==> src/sv/msp_pkg.sv <==
// ============================================================================
// msp_pkg
// Types and constants shared by the message packet segmenter modules.
// ============================================================================
`default_nettype none

package msp_pkg;

   localparam logic [15:0] HDR_BYTES      = 16'd8;
   localparam logic [15:0] MIN_PACKET     = 16'd9;
   localparam logic [15:0] SEG_SIZE_RESET = 16'd1024;

   // Register indexes of the configuration port.
   localparam logic REG_SEG_SIZE = 1'b0;

   // Position of the byte being shown on the result channel.
   typedef enum logic [3:0] {
      POS_FRAME_LO  = 4'd0,
      POS_FRAME_MID = 4'd1,
      POS_FRAME_HI  = 4'd2,
      POS_INDEX_LO  = 4'd3,
      POS_INDEX_HI  = 4'd4,
      POS_LEN_LO    = 4'd5,
      POS_LEN_MID   = 4'd6,
      POS_LEN_HI    = 4'd7,
      POS_PAYLOAD   = 4'd8
   } msp_pos_type;

   // One accepted byte together with the header it may need.
   typedef struct packed {
      logic        with_header;
      logic [21:0] frame;
      logic [1:0]  mode;
      logic [15:0] index;
      logic [23:0] length;
      logic [7:0]  data;
      logic        eop;
      logic        eom;
   } msp_item_type;

endpackage

`default_nettype wire

==> src/sv/msp_req_if.sv <==
// ============================================================================
// msp_req_if
// Input channel: one content byte with the message attributes.
// ============================================================================
`default_nettype none

interface msp_req_if;
   logic        valid;
   logic        ready;
   logic [7:0]  data_byte;
   logic [21:0] frame_number;
   logic [1:0]  stream_mode;
   logic [23:0] message_length;

   modport source (output valid, output data_byte, output frame_number,
                   output stream_mode, output message_length, input ready);
   modport sink   (input valid, input data_byte, input frame_number,
                   input stream_mode, input message_length, output ready);
endinterface

`default_nettype wire

==> src/sv/msp_rsp_if.sv <==
// ============================================================================
// msp_rsp_if
// Result channel: one packet byte with end-of-packet and end-of-message.
// ============================================================================
`default_nettype none

interface msp_rsp_if;
   logic       valid;
   logic       ready;
   logic [7:0] out_byte;
   logic       end_of_packet;
   logic       end_of_message;

   modport source (output valid, output out_byte, output end_of_packet,
                   output end_of_message, input ready);
   modport sink   (input valid, input out_byte, input end_of_packet,
                   input end_of_message, output ready);
endinterface

`default_nettype wire

==> src/sv/msp_csr.sv <==
// ============================================================================
// msp_csr
// APB-style register file holding the packet size.
// ============================================================================
`default_nettype none

module msp_csr (
   input  wire logic        clock,
   input  wire logic        reset,
   input  wire logic        csr_psel,
   input  wire logic        csr_penable,
   input  wire logic        csr_pwrite,
   input  wire logic [2:0]  csr_paddr,
   input  wire logic [31:0] csr_pwdata,
   output logic      [31:0] csr_prdata,
   output logic             csr_pready,
   output logic      [15:0] seg_size
);
   import msp_pkg::*;

   logic [15:0] size_ff;
   logic [15:0] size_in;
   logic        wr_en;

   assign csr_pready = 1'b1;
   assign wr_en = csr_psel && csr_penable && csr_pwrite
                  && (csr_paddr[2] == REG_SEG_SIZE);

   always_comb begin
      size_in = size_ff;
      if (wr_en) begin
         size_in = csr_pwdata[15:0];
      end
   end

   always_ff @(posedge clock) begin
      if (reset) begin
         size_ff <= SEG_SIZE_RESET;
      end else begin
         size_ff <= size_in;
      end
   end

   always_comb begin
      csr_prdata = 32'd0;
      if (csr_paddr[2] == REG_SEG_SIZE) begin
         csr_prdata = {16'd0, size_ff};
      end
   end

   assign seg_size = size_ff;
endmodule

`default_nettype wire

==> src/sv/msp_core.sv <==
// ============================================================================
// msp_core
// Message state: latches attributes, counts payload bytes and packets.
// ============================================================================
`default_nettype none

module msp_core (
   input  wire logic                  clock,
   input  wire logic                  reset,
   input  wire logic [15:0]           seg_size,
   input  wire logic                  load_ok,
   msp_req_if.sink                    req,
   output logic                       push,
   output msp_pkg::msp_item_type      item
);
   import msp_pkg::*;

   logic [23:0] bytes_left_ff, bytes_left_in;
   logic [15:0] payload_count_ff, payload_count_in;
   logic [15:0] packet_index_ff, packet_index_in;
   logic [21:0] held_frame_ff, held_frame_in;
   logic [1:0]  held_mode_ff, held_mode_in;
   logic [23:0] held_length_ff, held_length_in;

   logic        accept;
   logic        open_msg;
   logic        drop;
   logic [15:0] eff_size;
   logic [15:0] payload_max;
   logic [15:0] cur_count;
   logic [15:0] cur_index;
   logic [23:0] cur_left;
   logic [15:0] next_count;
   logic [23:0] next_left;
   logic        eom;
   logic        eop;

   assign req.ready = load_ok;
   assign accept    = req.valid && load_ok;
   assign open_msg  = (bytes_left_ff == 24'd0);
   // A first byte of a zero-length message is taken and dropped.
   assign drop      = open_msg && (req.message_length == 24'd0);

   assign eff_size    = (seg_size < MIN_PACKET) ? MIN_PACKET : seg_size;
   assign payload_max = eff_size - HDR_BYTES;

   always_comb begin
      item.frame  = open_msg ? req.frame_number   : held_frame_ff;
      item.mode   = open_msg ? req.stream_mode    : held_mode_ff;
      item.length = open_msg ? req.message_length : held_length_ff;
      cur_left    = open_msg ? req.message_length : bytes_left_ff;
      cur_count   = open_msg ? 16'd0 : payload_count_ff;
      cur_index   = open_msg ? 16'd0 : packet_index_ff;
      next_count  = cur_count + 16'd1;
      next_left   = cur_left - 24'd1;
      eom         = (next_left == 24'd0);
      eop         = eom || (next_count >= payload_max);
      item.with_header = (cur_count == 16'd0);
      item.index  = cur_index;
      item.data   = req.data_byte;
      item.eop    = eop;
      item.eom    = eom;
   end

   assign push = accept && !drop;

   always_comb begin
      bytes_left_in    = bytes_left_ff;
      payload_count_in = payload_count_ff;
      packet_index_in  = packet_index_ff;
      held_frame_in    = held_frame_ff;
      held_mode_in     = held_mode_ff;
      held_length_in   = held_length_ff;
      if (push) begin
         held_frame_in    = item.frame;
         held_mode_in     = item.mode;
         held_length_in   = item.length;
         bytes_left_in    = next_left;
         payload_count_in = eop ? 16'd0 : next_count;
         packet_index_in  = eop ? (cur_index + 16'd1) : cur_index;
      end
   end

   always_ff @(posedge clock) begin
      if (reset) begin
         bytes_left_ff    <= 24'd0;
         payload_count_ff <= 16'd0;
         packet_index_ff  <= 16'd0;
         held_frame_ff    <= 22'd0;
         held_mode_ff     <= 2'd0;
         held_length_ff   <= 24'd0;
      end else begin
         bytes_left_ff    <= bytes_left_in;
         payload_count_ff <= payload_count_in;
         packet_index_ff  <= packet_index_in;
         held_frame_ff    <= held_frame_in;
         held_mode_ff     <= held_mode_in;
         held_length_ff   <= held_length_in;
      end
   end
endmodule

`default_nettype wire

==> src/sv/msp_serial.sv <==
// ============================================================================
// msp_serial
// Result register: sends the header bytes when the item opens a packet, then the payload byte.
// ============================================================================
`default_nettype none

module msp_serial (
   input  wire logic                  clock,
   input  wire logic                  reset,
   input  wire logic                  push,
   input  wire msp_pkg::msp_item_type item,
   output logic                       load_ok,
   msp_rsp_if.source                  rsp
);
   import msp_pkg::*;

   logic         valid_ff, valid_in;
   msp_pos_type  pos_ff, pos_in;
   msp_item_type item_ff, item_in;

   logic take;
   logic last;
   logic done;

   assign take    = valid_ff && rsp.ready;
   assign last    = (pos_ff == POS_PAYLOAD);
   assign done    = take && last;
   // A new item may load while the final byte of the current one leaves.
   assign load_ok = !valid_ff || done;

   always_comb begin
      valid_in = valid_ff;
      pos_in   = pos_ff;
      item_in  = item_ff;
      if (load_ok) begin
         valid_in = push;
         item_in  = item;
         pos_in   = item.with_header ? POS_FRAME_LO : POS_PAYLOAD;
      end else if (take) begin
         pos_in = msp_pos_type'(pos_ff + 4'd1);
      end
   end

   always_ff @(posedge clock) begin
      if (reset) begin
         valid_ff <= 1'b0;
         pos_ff   <= POS_PAYLOAD;
      end else begin
         valid_ff <= valid_in;
         pos_ff   <= pos_in;
      end
   end

   always_ff @(posedge clock) begin
      item_ff <= item_in;
   end

   always_comb begin
      unique case (pos_ff)
         POS_FRAME_LO:  rsp.out_byte = item_ff.frame[7:0];
         POS_FRAME_MID: rsp.out_byte = item_ff.frame[15:8];
         POS_FRAME_HI:  rsp.out_byte = {item_ff.mode, item_ff.frame[21:16]};
         POS_INDEX_LO:  rsp.out_byte = item_ff.index[7:0];
         POS_INDEX_HI:  rsp.out_byte = item_ff.index[15:8];
         POS_LEN_LO:    rsp.out_byte = item_ff.length[7:0];
         POS_LEN_MID:   rsp.out_byte = item_ff.length[15:8];
         POS_LEN_HI:    rsp.out_byte = item_ff.length[23:16];
         POS_PAYLOAD:   rsp.out_byte = item_ff.data;
         default:       rsp.out_byte = item_ff.data;
      endcase
   end

   assign rsp.valid          = valid_ff;
   assign rsp.end_of_packet  = last && item_ff.eop;
   assign rsp.end_of_message = last && item_ff.eom;
endmodule

`default_nettype wire

==> src/sv/message_packet_segmenter.sv <==
// ============================================================================
// message_packet_segmenter
// Cuts a byte stream into packets, each led by an 8-byte header.
// ============================================================================
//
//   channel  direction  handshake          payload
//   req      in         valid/ready        data_byte, frame_number,
//                                          stream_mode, message_length
//   rsp      out        valid/ready        out_byte, end_of_packet,
//                                          end_of_message
//   csr      in         APB, pready high   segment size at byte address 0
//
// A payload byte that continues a packet is accepted every cycle while rsp
// is ready and appears on rsp in the cycle after. A byte that opens a packet
// holds req while the eight header bytes leave the result register ahead of it.
// Synchronous reset clears the message state and the packet size to 1024.
// A stall on rsp holds the result register; req is taken again as soon as
// the last byte of the held item leaves.
//
`default_nettype none

module message_packet_segmenter (
   input  wire logic        clock,
   input  wire logic        reset,
   msp_req_if.sink          req,
   msp_rsp_if.source        rsp,
   input  wire logic        csr_psel,
   input  wire logic        csr_penable,
   input  wire logic        csr_pwrite,
   input  wire logic [2:0]  csr_paddr,
   input  wire logic [31:0] csr_pwdata,
   output logic      [31:0] csr_prdata,
   output logic             csr_pready
);
   import msp_pkg::*;

   logic [15:0]  seg_size;
   logic         load_ok;
   logic         push;
   msp_item_type item;

   msp_csr u_csr (
      .clock       (clock),
      .reset       (reset),
      .csr_psel    (csr_psel),
      .csr_penable (csr_penable),
      .csr_pwrite  (csr_pwrite),
      .csr_paddr   (csr_paddr),
      .csr_pwdata  (csr_pwdata),
      .csr_prdata  (csr_prdata),
      .csr_pready  (csr_pready),
      .seg_size    (seg_size)
   );

   msp_core u_core (
      .clock       (clock),
      .reset       (reset),
      .seg_size    (seg_size),
      .load_ok     (load_ok),
      .req         (req),
      .push        (push),
      .item        (item)
   );

   msp_serial u_serial (
      .clock   (clock),
      .reset   (reset),
      .push    (push),
      .item    (item),
      .load_ok (load_ok),
      .rsp     (rsp)
   );
endmodule

`default_nettype wire

==> src/flat_wrapper.sv <==
// flat-port wrapper written by rule: the top's interface ports become plain ports
module message_packet_segmenter_flat import msp_pkg::*;
  (clock, reset, csr_psel, csr_penable, csr_pwrite, csr_paddr, csr_pwdata, csr_prdata, csr_pready, req_valid, req_data_byte, req_frame_number, req_stream_mode, req_message_length, req_ready, rsp_valid, rsp_out_byte, rsp_end_of_packet, rsp_end_of_message, rsp_ready);
  msp_req_if req_i ();
  msp_rsp_if rsp_i ();
  input  wire logic clock;
  input  wire logic reset;
  input  wire logic csr_psel;
  input  wire logic csr_penable;
  input  wire logic csr_pwrite;
  input  wire logic [2:0] csr_paddr;
  input  wire logic [31:0] csr_pwdata;
  output logic      [31:0] csr_prdata;
  output logic csr_pready;
  input wire logic [$bits(req_i.valid)-1:0] req_valid;
  input wire logic [$bits(req_i.data_byte)-1:0] req_data_byte;
  input wire logic [$bits(req_i.frame_number)-1:0] req_frame_number;
  input wire logic [$bits(req_i.stream_mode)-1:0] req_stream_mode;
  input wire logic [$bits(req_i.message_length)-1:0] req_message_length;
  output wire logic [$bits(req_i.ready)-1:0] req_ready;
  output wire logic [$bits(rsp_i.valid)-1:0] rsp_valid;
  output wire logic [$bits(rsp_i.out_byte)-1:0] rsp_out_byte;
  output wire logic [$bits(rsp_i.end_of_packet)-1:0] rsp_end_of_packet;
  output wire logic [$bits(rsp_i.end_of_message)-1:0] rsp_end_of_message;
  input wire logic [$bits(rsp_i.ready)-1:0] rsp_ready;
  assign req_i.valid = req_valid;
  assign req_i.data_byte = req_data_byte;
  assign req_i.frame_number = req_frame_number;
  assign req_i.stream_mode = req_stream_mode;
  assign req_i.message_length = req_message_length;
  assign req_ready = req_i.ready;
  assign rsp_valid = rsp_i.valid;
  assign rsp_out_byte = rsp_i.out_byte;
  assign rsp_end_of_packet = rsp_i.end_of_packet;
  assign rsp_end_of_message = rsp_i.end_of_message;
  assign rsp_i.ready = rsp_ready;
  message_packet_segmenter u_core (.clock(clock), .reset(reset), .req(req_i), .rsp(rsp_i), .csr_psel(csr_psel), .csr_penable(csr_penable), .csr_pwrite(csr_pwrite), .csr_paddr(csr_paddr), .csr_pwdata(csr_pwdata), .csr_prdata(csr_prdata), .csr_pready(csr_pready));
endmodule
==> config.mk <==
export PLATFORM = sky130hd
export DESIGN_NAME = message_packet_segmenter_flat
export DESIGN_NICKNAME = d
export VERILOG_FILES = /design/src/sv/msp_pkg.sv /design/src/sv/msp_req_if.sv /design/src/sv/msp_rsp_if.sv /design/src/sv/msp_csr.sv /design/src/sv/msp_core.sv /design/src/sv/msp_serial.sv /design/src/sv/message_packet_segmenter.sv /design/src/flat_wrapper.sv
export SDC_FILE = /design/constraint.sdc
export NUM_CORES = 1
export LEC_CHECK = 0
export BUFFER_PORTS_ARGS = -buffer_cell sky130_fd_sc_hd__buf_2
export CAP_MARGIN = 20
export CORE_AREA = 2 2 161 116
export CTS_CLUSTER_SIZE = 40
export DETAILED_ROUTE_END_ITERATION = 10
export DIE_AREA = 0 0 163 118
export HOLD_SLACK_MARGIN = 0.15
export PLACE_DENSITY = 0.85
export SLEW_MARGIN = 20
export SYNTH_ARGS = -nofsm -noshare
export SYNTH_HDL_FRONTEND = slang
export SYNTH_HIERARCHICAL = 1
export SYNTH_SLANG_ARGS = --single-unit
==> constraint.sdc <==
create_clock -name clock -period 22.5 [get_ports clock]
set_clock_uncertainty 0.2 [all_clocks]
set_input_delay 0 -clock clock [delete_from_list [all_inputs] [get_ports clock]]
set_output_delay 0 -clock clock [all_outputs]
set_load 0.05 [all_outputs]
Yosys cells after proc, flatten, opt, wreduce, memory -nomap -nowiden

Index checks and enable logic that the tools add are counted.

Bits in registers: 199
Bits of input ports: 98
Output and inout bits: 45
Logic and storage cells: 66

Add/subtract/negate cells: 5
Magnitude comparators: 2
Equality and inequality tests: 8
Mux-type cells: 14
Bitwise operators: 1
Reductions and logical operators: 20

Operators with widths:

| operator                                            | number |
|---|---|
| two-way mux 16 bit                                  | 6 |
| zero test 24 bit                                    | 3 |
| one-hot mux 8 bit (8 select lines)                  | 1 |
| two-way mux 24 bit                                  | 2 |
| adder 16 x 1 -> 16 bit, second input constant       | 2 |
| subtractor 24 x 1 -> 24 bit, second input constant  | 1 |
| two-way mux 22 bit                                  | 1 |
| equality test 4 x 3 -> 1 bit, second input constant | 4 |
| greater-or-equal comparator 16 bit                  | 1 |
| zero test 16 bit                                    | 1 |
| < comparator 16 x 4 -> 1 bit, second input constant | 1 |
| subtractor 16 x 4 -> 16 bit, second input constant  | 1 |
| two-way mux 4 bit                                   | 3 |
| logical AND 1 bit                                   | 10 |
| equality test 4 x 2 -> 1 bit, second input constant | 2 |
| adder 4 x 1 -> 4 bit, second input constant         | 1 |
| equality test 4 x 1 -> 1 bit, second input constant | 1 |
| equality test 4 bit, second input constant          | 1 |
| zero test 4 bit                                     | 1 |
| zero test 1 bit                                     | 2 |
| logical OR 1 bit                                    | 2 |
| two-way mux 2 bit                                   | 1 |
| nonzero test 2 bit                                  | 1 |
| inverter 1 bit                                      | 1 |

Logic depth before layout (Yosys ltp)

Gate-level depths: netlist (run 1).

Depth in word-level cells: 6
Mapped depth: 29
Gate-level depth less buffers: 22

Cells and area by module

The synthesis (run 1) kept the hierarchy.

Modules (own cells, without submodules):

| module     | times used | cells an instance | area an instance (um^2) | sequential area each (um^2) |
|---|---|---|---|---|
| msp_core   | 1          | 1006              | 6974.2                  | 2082.0 |
| msp_serial | 1          | 181               | 3019.1                  | 2322.2 |
| msp_csr    | 1          | 106               | 982.2                   | 320.3 |

Worst setup path after synthesis (run 1)

OpenSTA, ideal clock, no wires.

Path kind: flip-flop to flip-flop
From: register u_core.u_serial.pos_ff[0]
To: register u_core.u_core.packet_index_ff[9]
Setup time: 0.121 ns
Arrival: 8.970 ns
Required time: 22.179 ns
Slack: 13.209 ns
Cell stages (with the launch flop): 12
Buffers on the path: 2
Period minus slack after synthesis: 9.291 ns
Cells stage by stage: dfxtp_1 -> inv_1 -> ha_1 -> buf_6 -> nand3b_1 -> o21ai_0 -> nand3_1 -> inv_2 -> o21ai_2 -> buf_2 -> nor3_1 -> mux2_2

Word-level cells in the longest chain between the ends: 5

Ends and longest elaborated chain:

| what                   | line                           | RTL |
|---|---|---|
| start, declared        | msp_serial.sv:18               | `msp_pos_type pos_ff, pos_in;` |
| start signal, assigned | msp_serial.sv:50               | `pos_ff <= pos_in;` |
| equality test 4 bit    | msp_serial.sv:26               | `assign last = (pos_ff == POS_PAYLOAD);` |
| logical AND 1 bit      | msp_serial.sv:27               | `assign done = take && last;` |
| logical OR 1 bit       | msp_serial.sv:29               | `assign load_ok = !valid_ff \|\| done;` |
| via u_core.load_ok     | message_packet_segmenter.sv:38 | `logic load_ok;` |
| logical AND 1 bit      | msp_core.sv:39                 | `assign accept = req.valid && load_ok;` |
| logical AND 1 bit      | msp_core.sv:65                 | `assign push = accept && !drop;` |
| end signal, assigned   | msp_core.sv:95                 | `packet_index_ff <= packet_index_in;` |
| end, declared          | msp_core.sv:20                 | `logic [15:0] packet_index_ff, packet_index_in;` |

The timed path passes the listed nets, and every way through them passes these cells.
A chain may end at the register's enable or synchronous reset.

Worst setup path in the final report (run 1)

From: register u_core.u_core.bytes_left_ff[2]
To: register u_core.u_core.packet_index_ff[6]

Word-level cells in the longest chain between the ends: 6
Elaborated cells between the ends (all ways): 14
Classes of those cells: 3 x add/sub; 1 x order compare; 4 x mux; 6 x reduce/logical

Ends and longest elaborated chain:

| what                                                                   | line                           | RTL |
|---|---|---|
| start, declared                                                        | msp_core.sv:18                 | `logic [23:0] bytes_left_ff, bytes_left_in;` |
| start signal, assigned                                                 | msp_core.sv:93                 | `bytes_left_ff <= bytes_left_in;` |
| zero test 24 bit                                                       | msp_core.sv:40                 | `assign open_msg = (bytes_left_ff == 24'd0);` |
| two-way mux 16 bit or two-way mux 24 bit (tied branches)               | msp_core.sv:52, msp_core.sv:51 |  |
| adder 16 x 1 -> 16 bit or subtractor 24 x 1 -> 24 bit (tied branches)  | msp_core.sv:54, msp_core.sv:55 |  |
| greater-or-equal comparator 16 bit or zero test 24 bit (tied branches) | msp_core.sv:57, msp_core.sv:56 |  |
| logical OR 1 bit                                                       | msp_core.sv:57                 | `eop = eom \|\| (next_count >= payload_max);` |
| two-way mux 16 bit                                                     | msp_core.sv:80                 | `packet_index_in = eop ? (cur_index + 16'd1) : cur_index;` |

Parallel ways exist; a longest one is shown, timed or not.

==> flow_summary.yaml, run 1 <==
yosys:
  ys_warn_count: 6
  synth-seq-area-share_pct: 43.0
  ys_ff_latch: 199
  syn_inst: 1293
  synth_edf_count: 74
  syn_area_mm2: 0.0110
  syn_avg_cell_area_um2: 8.49
  async_flop_share_pct: 0
  synthFlopType: "dfxtp_1"
  yosysUniqueCellTypes: 72
finish:
  drive_gt1_share_pct: 12.0
  multi_input_area_mm2: 0.00570
  fin_area_mm2: 0.0129
  num-fill-cells: 1233
  nets: 1555
  ff_latch_area_mm2: 0.00472
  syn_to_final_growth_pct: 17.3
global_route:
  grt_max_degree: 79
  grt_pass1_vias: 9940
  track_usage_pct: 33.6
  grt_overflow: 0
  grt_pass1_wl_um: 51000
  antenna_found_initial: 3
routing:
  drt-vias-per-instance: 6.26
  wl_met2_um: 14800
  drt_pre_antenna_iters: 6
  wl_um: 32600
  highest_layer: "met4"
  ant_nets: 0
  wl_per_cell_um: 19.3
  drtIter0Drc: 1477
  m1WireLength_um: 12800
  drc: 0
  route.met3.wl_um: 3600
  route.vias.total: 10500
setup_path:
  start_kind: "register"
  r2r_cells: 17
  crit_path_end_kind: "register"
  path_max_fanout: 25
  arrival_ns: 6.02
  path_class: "reg -> reg"
  required_ns: 22.62
sta:
  worst_slew_pin_slew_ns: 1.08
  finalCritPeriodShare_pct: 26.3
  rsz0062_at_grt: "no"
  period_minus_slack_ns: 5.91
  setup_tns_ns: 0
  timing.slew.headroom_pct: 27.9
  maxSlewViolCount: 0
  setup_viol: 0
  fmax_mhz: 169
  hold_viol_final: 0
  hold_ws_ns: 0.167
run:
  max_cap_viol_count: 0
pwr:
  vdd_ir_drop_max_uv: 64.5
  p_leak_nw: 5.27
  total_power_mw: 1.23
  p_per_area_mw_per_mm2: 95.8
clock_network:
  htreeDepth: 4
  cts_root_buffer: "clkbuf_16"
  clk_latency_ns: 0.44
  cts.clk_slew.worst_paths_ns: 0.08
  clockBufferDepth: 2
  postCtsSetupRepairBufs: 0
  cts_made_buffers: 17
  post_cts_resized: 0
  cts_tree: "built"
  cts_sinks: 199
  holdBufCountCts: 92
die:
  initial_core_util_pct: 62.0
  die_h_um: 118
  die_x_um: 163
  io_pins: 143
  fp-row-count: 41
  dieArea_mm2: 0.0192
  design.core.area_mm2: 0.0177
placed_design:
  io_buffers: 107
  postPlaceCellArea_mm2: 0.0114
  gp_congestion: 0.922
  dp_hpwl_um: 19300
run_status:
  status: "finished clean"
min_path:
  hold_class: "in -> reg"
  hold_path_depth: 4
-- worst max-delay path, stage by stage (launching register included) --
cell	delay, ns
dfxtp_1	0.42
nor4_4	0.47
and4_1	0.75
nand2_2	0.44
and2_1	0.32
ha_1	0.26
nand3_1	0.13
xor2_1	0.18
nor2_1	0.08
ha_1	0.35
nand4_1	0.08
o211ai_1	0.19
a21oi_1	0.10
o31a_1	0.24
o21ai_0	0.48
o21ai_2	0.32
or3_1	0.44
mux2_1	0.32
-- state kept, by name (all words and copies together) (netlist names) --
register / flops
u_core/u_core/held_mode_ff: 2
u_core/u_core/bytes_left_ff: 24
u_core/u_serial/rsp.valid: 1
u_core/u_core/payload_count_ff: 16
u_core/u_csr/seg_size: 16
u_core/u_core/packet_index_ff: 16
u_core/u_core/held_length_ff: 24
u_core/u_serial/item_ff: 74
u_core/u_core/held_frame_ff: 22
u_core/u_serial/pos_ff: 4
-- cells in the mapped netlist, drive strengths merged (20+ instances only) --
library cell | n | share of area (%)
ha | 26 | 3.0
nor2 | 76 | 2.6
nor3 | 25 | 1.2
nand2b | 36 | 2.1
mux2i | 22 | 2.0
clkbuf | 57 | 2.0
o21ai | 24 | 1.1
and3 | 21 | 1.2
buf | 47 | 3.2
a21oi | 109 | 5.0
nor4 | 30 | 2.0
dfxtp | 125 | 23
edfxtp | 74 | 20
a22oi | 33 | 2.3
nand3 | 33 | 1.5
and2 | 26 | 1.5
xor2 | 20 | 1.6
nand2 | 298 | 10
-- worst paths after layout --
path                                   from  slack, ns                          endpoint
max          u_core/u_core/bytes_left_ff[2]      16.59  u_core/u_core/packet_index_ff[6]
min                           csr_pwdata[7]       0.17          u_core/u_csr/seg_size[7]
max reg2reg  u_core/u_core/bytes_left_ff[2]      16.59  u_core/u_core/packet_index_ff[6]
min reg2reg  u_core/u_core/held_frame_ff[3]       0.26    u_core/u_core/held_frame_ff[3]
-- report_power, final --
part           leakage (nW)  switching (mW)  total, mW  internal (mW)
Sequential             1.85          0.0388      0.480          0.441
Combinational          3.16           0.311      0.459          0.149
Clock                 0.260           0.141      0.295          0.154
Total                  5.27           0.490       1.23          0.744
-- cell type report --
| type | instances | share of cell area, % |
|---|---|---|
| Clock inverter | 13 | 0.933 |
| Timing Repair Buffer | 208 | 11.9 |
| Clock buffer | 19 | 3.36 |
| Antenna cell | 3 | 0.0583 |
| Sequential cell | 199 | 36.7 |
| Multi-Input combinational cell | 986 | 44.2 |
| Inverter | 19 | 0.554 |
| Tap cell | 236 | 2.29 |
-- layer usage --
metal,up-vias,global-route usage (%)
li1,4835,-
met1,4905,44.2
met2,685,52.1
met3,113,7.65
met4,0,17.0
met5,-,0
-- per-stage QoR --
step	worst slack [ns]	utilization, %	std cells
detailed placement	16.73	64.4	1556
floorplan	13.21	-	1308
global placement	16.88	64.4	1556
finish	16.59	72.7	1683
global route	16.23	72.7	1683
CTS	16.73	72.7	1680
-- cell usage in the layout, fill, tap and decap left out, types with 9 or more instances in the layout --
cell and count:
a21o_1 12, nand3_1 32, a211o_1 9, o21ai_0 21
nor3_1 24, a22o_1 16, mux2i_1 22, dfxtp_1 125
and3_1 21, nand4_1 10, ha_1 26, a21oi_1 109
nor2b_1 12, a31oi_1 12, nor4_1 28, edfxtp_1 74
dlygate4sd3_1 92, o211ai_1 9, conb_1 17, nor2_1 75
and2_1 26, xor2_1 20, xnor2_1 13, buf_4 10
a22oi_1 33, clkbuf_16 17, nand2b_1 36, nand2_1 297
buf_2 106, or3_1 16, inv_1 17
-- cell families after synthesis --
logic type | share of synthesized area [%]
adder cells (fa/ha/maj) | 2.96
buffers and inverters | 5.81
other | 0.0684
flip-flops | 43.0
AND/OR/NAND/NOR | 27.0
AO/OA/AOI/OAI | 15.9
multiplexers | 2.62
XOR/XNOR | 2.63
(Power assumes the default switching activity.)
==> inputs of run 2 (changes only) <==
--- a/config.mk
+++ b/config.mk
@@ -5,14 +5,15 @@
 export SDC_FILE = /design/constraint.sdc
 export NUM_CORES = 1
 export LEC_CHECK = 0
+export ABC_AREA = 1
 export BUFFER_PORTS_ARGS = -buffer_cell sky130_fd_sc_hd__buf_2
 export CAP_MARGIN = 20
-export CORE_AREA = 2 2 161 116
+export CORE_AREA = 2 2 170 122
 export CTS_CLUSTER_SIZE = 40
 export DETAILED_ROUTE_END_ITERATION = 10
-export DIE_AREA = 0 0 163 118
+export DIE_AREA = 0 0 172 124
 export HOLD_SLACK_MARGIN = 0.15
-export PLACE_DENSITY = 0.85
+export PLACE_DENSITY = 0.8
 export SLEW_MARGIN = 20
 export SYNTH_ARGS = -nofsm -noshare
 export SYNTH_HDL_FRONTEND = slang
==> constraint.sdc (replaced) <==
create_clock -name clock -period 5.7 [get_ports clock]
set_clock_uncertainty 0.2 [all_clocks]
set_input_delay 0 -clock clock [delete_from_list [all_inputs] [get_ports clock]]
set_output_delay 0 -clock clock [all_outputs]
set_load 0.05 [all_outputs]
==> run 2 against run 1 <==
  * Synthesized cell count increased by 24%
  * Sequential cell count did not move
  * Clock power grew to 4.0 times the previous value
  * Die area up 11%
  * Sequential power rose to 3.5 times the previous value
  * First-iteration DRC count increased by 4.9%
  * Sequential share of layout area fell by 2.0 points
  * Utilization fell by 3.1 points
  * Total power rose to 3.1 times the previous value
  * Cell area grew 5.9%
  * Clock-buffer cell count down 1
  * Critical path type unchanged
  * Largest power group unchanged
==> flow_summary.yaml, run 2 <==
clock_network:
  cts_root_buffer: "clkbuf_16"
  cts_tree: "built"
  cts_made_buffers: 17
  holdBufCountCts: 117
  postCtsSetupRepairBufs: 0
  clockBufferDepth: 2
  post_cts_resized: 0
  cts.clk_slew.worst_paths_ns: 0.08
  htreeDepth: 4
  clk_latency_ns: 0.45
  cts_sinks: 199
global_route:
  grt_pass1_vias: 10500
  grt_max_degree: 83
  grt_pass1_wl_um: 52000
  grt_overflow: 0
  antenna_found_initial: 1
  track_usage_pct: 31.5
routing:
  drc: 0
  wl_um: 33100
  drtIter0Drc: 1550
  drt_pre_antenna_iters: 8
  wl_per_cell_um: 16.0
  drt-vias-per-instance: 5.47
  ant_nets: 0
  route.vias.total: 11300
min_path:
  hold_class: "in -> reg"
finish:
  layout_common_cells: "nand2_1 (413), inv_1 (219), nor2_1 (203)"
  syn_to_final_growth_pct: 19.4
  num-fill-cells: 1555
  largest_reg_flops: 74
  ff_latch_area_mm2: 0.00472
  layout_commonest_cell: "nand2_1"
  largest_register: "u_core/u_serial/item_ff"
  nets: 1906
  reg.largest.list: "u_core/u_serial/item_ff: 74 flops, u_core/u_core/bytes_left_ff: 24 flops, u_core/u_core/held_length_ff: 24 flops"
  multi_input_area_mm2: 0.00538
  drive_gt1_share_pct: 12.3
run:
  max_cap_viol_count: 0
setup_path:
  start_kind: "register"
  path_max_fanout: 32
  required_ns: 5.86
  path_class: "reg -> reg"
  crit_path_end_kind: "register"
  arrival_ns: 4.92
yosys:
  synth_edf_count: 74
  ys_ff_latch: 199
  async_flop_share_pct: 0
  synthFlopType: "dfxtp_1"
  synth-seq-area-share_pct: 41.4
  synth_top_area_share_pct: 21.9
  syn_inst: 1604
  synth_common_cells: "nand2_1 (414), inv_1 (219), nor2_1 (203), dfxtp_1 (125), o21ai_0 (111)"
  syn_avg_cell_area_um2: 7.12
  synth_top_area_cell: "dfxtp_1"
  yosysUniqueCellTypes: 45
  ys_warn_count: 6
  syn_area_mm2: 0.0114
  yosysMostFrequentCell: "nand2_1"
  synth.area.top_cells: "dfxtp_1 (22%), edfxtp_1 (19%), nand2_1 (14%)"
sta:
  setup_viol: 0
  rsz0062_at_grt: "no"
  finalCritPeriodShare_pct: 83.5
  period_minus_slack_ns: 4.76
  hold_ws_ns: 0.210
  setup_tns_ns: 0
  maxSlewViolCount: 0
  timing.slew.headroom_pct: 28.4
  worst_slew_pin_slew_ns: 1.07
  hold_viol_final: 0
  fmax_mhz: 210
die:
  fp-row-count: 43
  die_h_um: 124
  io_pins: 143
  die_x_um: 172
  design.core.area_mm2: 0.0196
  dieArea_mm2: 0.0213
  initial_core_util_pct: 58.3
pwr:
  total_power_mw: 3.77
  p_leak_nw: 6.68
  vdd_ir_drop_max_uv: 212
  p_per_area_mw_per_mm2: 276
placed_design:
  io_buffers: 107
  dp_hpwl_um: 20700
  gp_congestion: 0.984
run_status:
  status: "finished clean"
==> run 2: changes by cell type after synthesis, sizes merged, moves of 26 or more <==
cell	delta
nor2	+174
a22oi	-33
nand4	+26
nand2	+125
o21ai	+103
nand3	+60
a21oi	-47
nor4	-28
nand2b	-36
clkbuf	-31
and2	-26
inv	+208
==> run 2: per-layer routing <==
metal | up-vias | routed length [um] | global-route usage [%]
li1 | 5400 | - | -
met4 | 0 | 1160 | 14.0
met1 | 5201 | 14300 | 43.1
met2 | 582 | 14600 | 48.6
met3 | 111 | 2910 | 6.58
met5 | - | 0 | 0
==> run 2: area by class of cell <==
class                           count  area share [%]
Antenna cell                        1          0.0184
Inverter                          228            6.29
Tap cell                          270            2.48
Multi-Input combinational cell   1106            39.5
Clock inverter                     14            1.00
Timing Repair Buffer              230            12.9
Sequential cell                   199            34.7
Clock buffer                       18            3.15
==> run 2: cells by family after synthesis <==
family,count (synthesis),synth area share [%]
AO/OA/AOI/OAI,217,10.4
XOR/XNOR,26,1.99
adder cells (fa/ha/maj),26,2.85
buffers and inverters,314,12.1
flip-flops,199,41.4
other,2,0.0658
AND/OR/NAND/NOR,820,31.3
==> run 2: critical path, cell delays in order, from the launching register on <==
cell and delay, ns:
dfxtp_1 0.42, nor2_1 0.07, nand2_1 0.11, nor2_4 0.06, nand3_4 0.13, nand2_1 0.13
inv_1 0.10, ha_1 0.18, nand4_1 0.16, nor2_1 0.19, nand3_1 0.15, nor3b_1 0.36
nand4_1 0.23, nor2_1 0.17, nand2_1 0.08, xor2_1 0.22, ha_1 0.28, nand2_1 0.07
inv_1 0.06, o21ai_0 0.07, nand2_1 0.07, nor2_1 0.26, nand2_4 0.27, nor2_4 0.38
nand2_1 0.10, a21oi_1 0.14
==> run 2: power breakdown <==
part | switching (mW) | internal, mW
clock network | 0.603 | 0.583
registers | 0.0656 | 1.63
logic | 0.616 | 0.270
==> run 2: stage by stage <==
step	utilization [%]	std cells	worst slack, ns	area [um^2]
after global routing	69.6	2066	0.613	13600
after global placement	60.7	1916	1.27	11900
after detailed placement	60.7	1916	1.16	11900
final	69.6	2066	0.942	13600
after CTS	69.6	2065	1.07	13600
after floorplan	-	1619	1.86	11500
==> run 2: final timing paths <==
| check | startpoint | endpoint | slack (ns) | cells after the start |
|---|---|---|---|---|
| hold / removal | req_frame_number[17] | u_core/u_serial/item_ff[69] | 0.21 | 4 |
| setup / recovery | u_core/u_core/bytes_left_ff[7] | u_core/u_core/payload_count_ff[6] | 0.94 | 25 |
| hold reg to reg | u_core/u_core/held_frame_ff[13] | u_core/u_core/held_frame_ff[13] | 0.25 | 2 |
| setup reg to reg | u_core/u_core/bytes_left_ff[7] | u_core/u_core/payload_count_ff[6] | 0.94 | 25 |
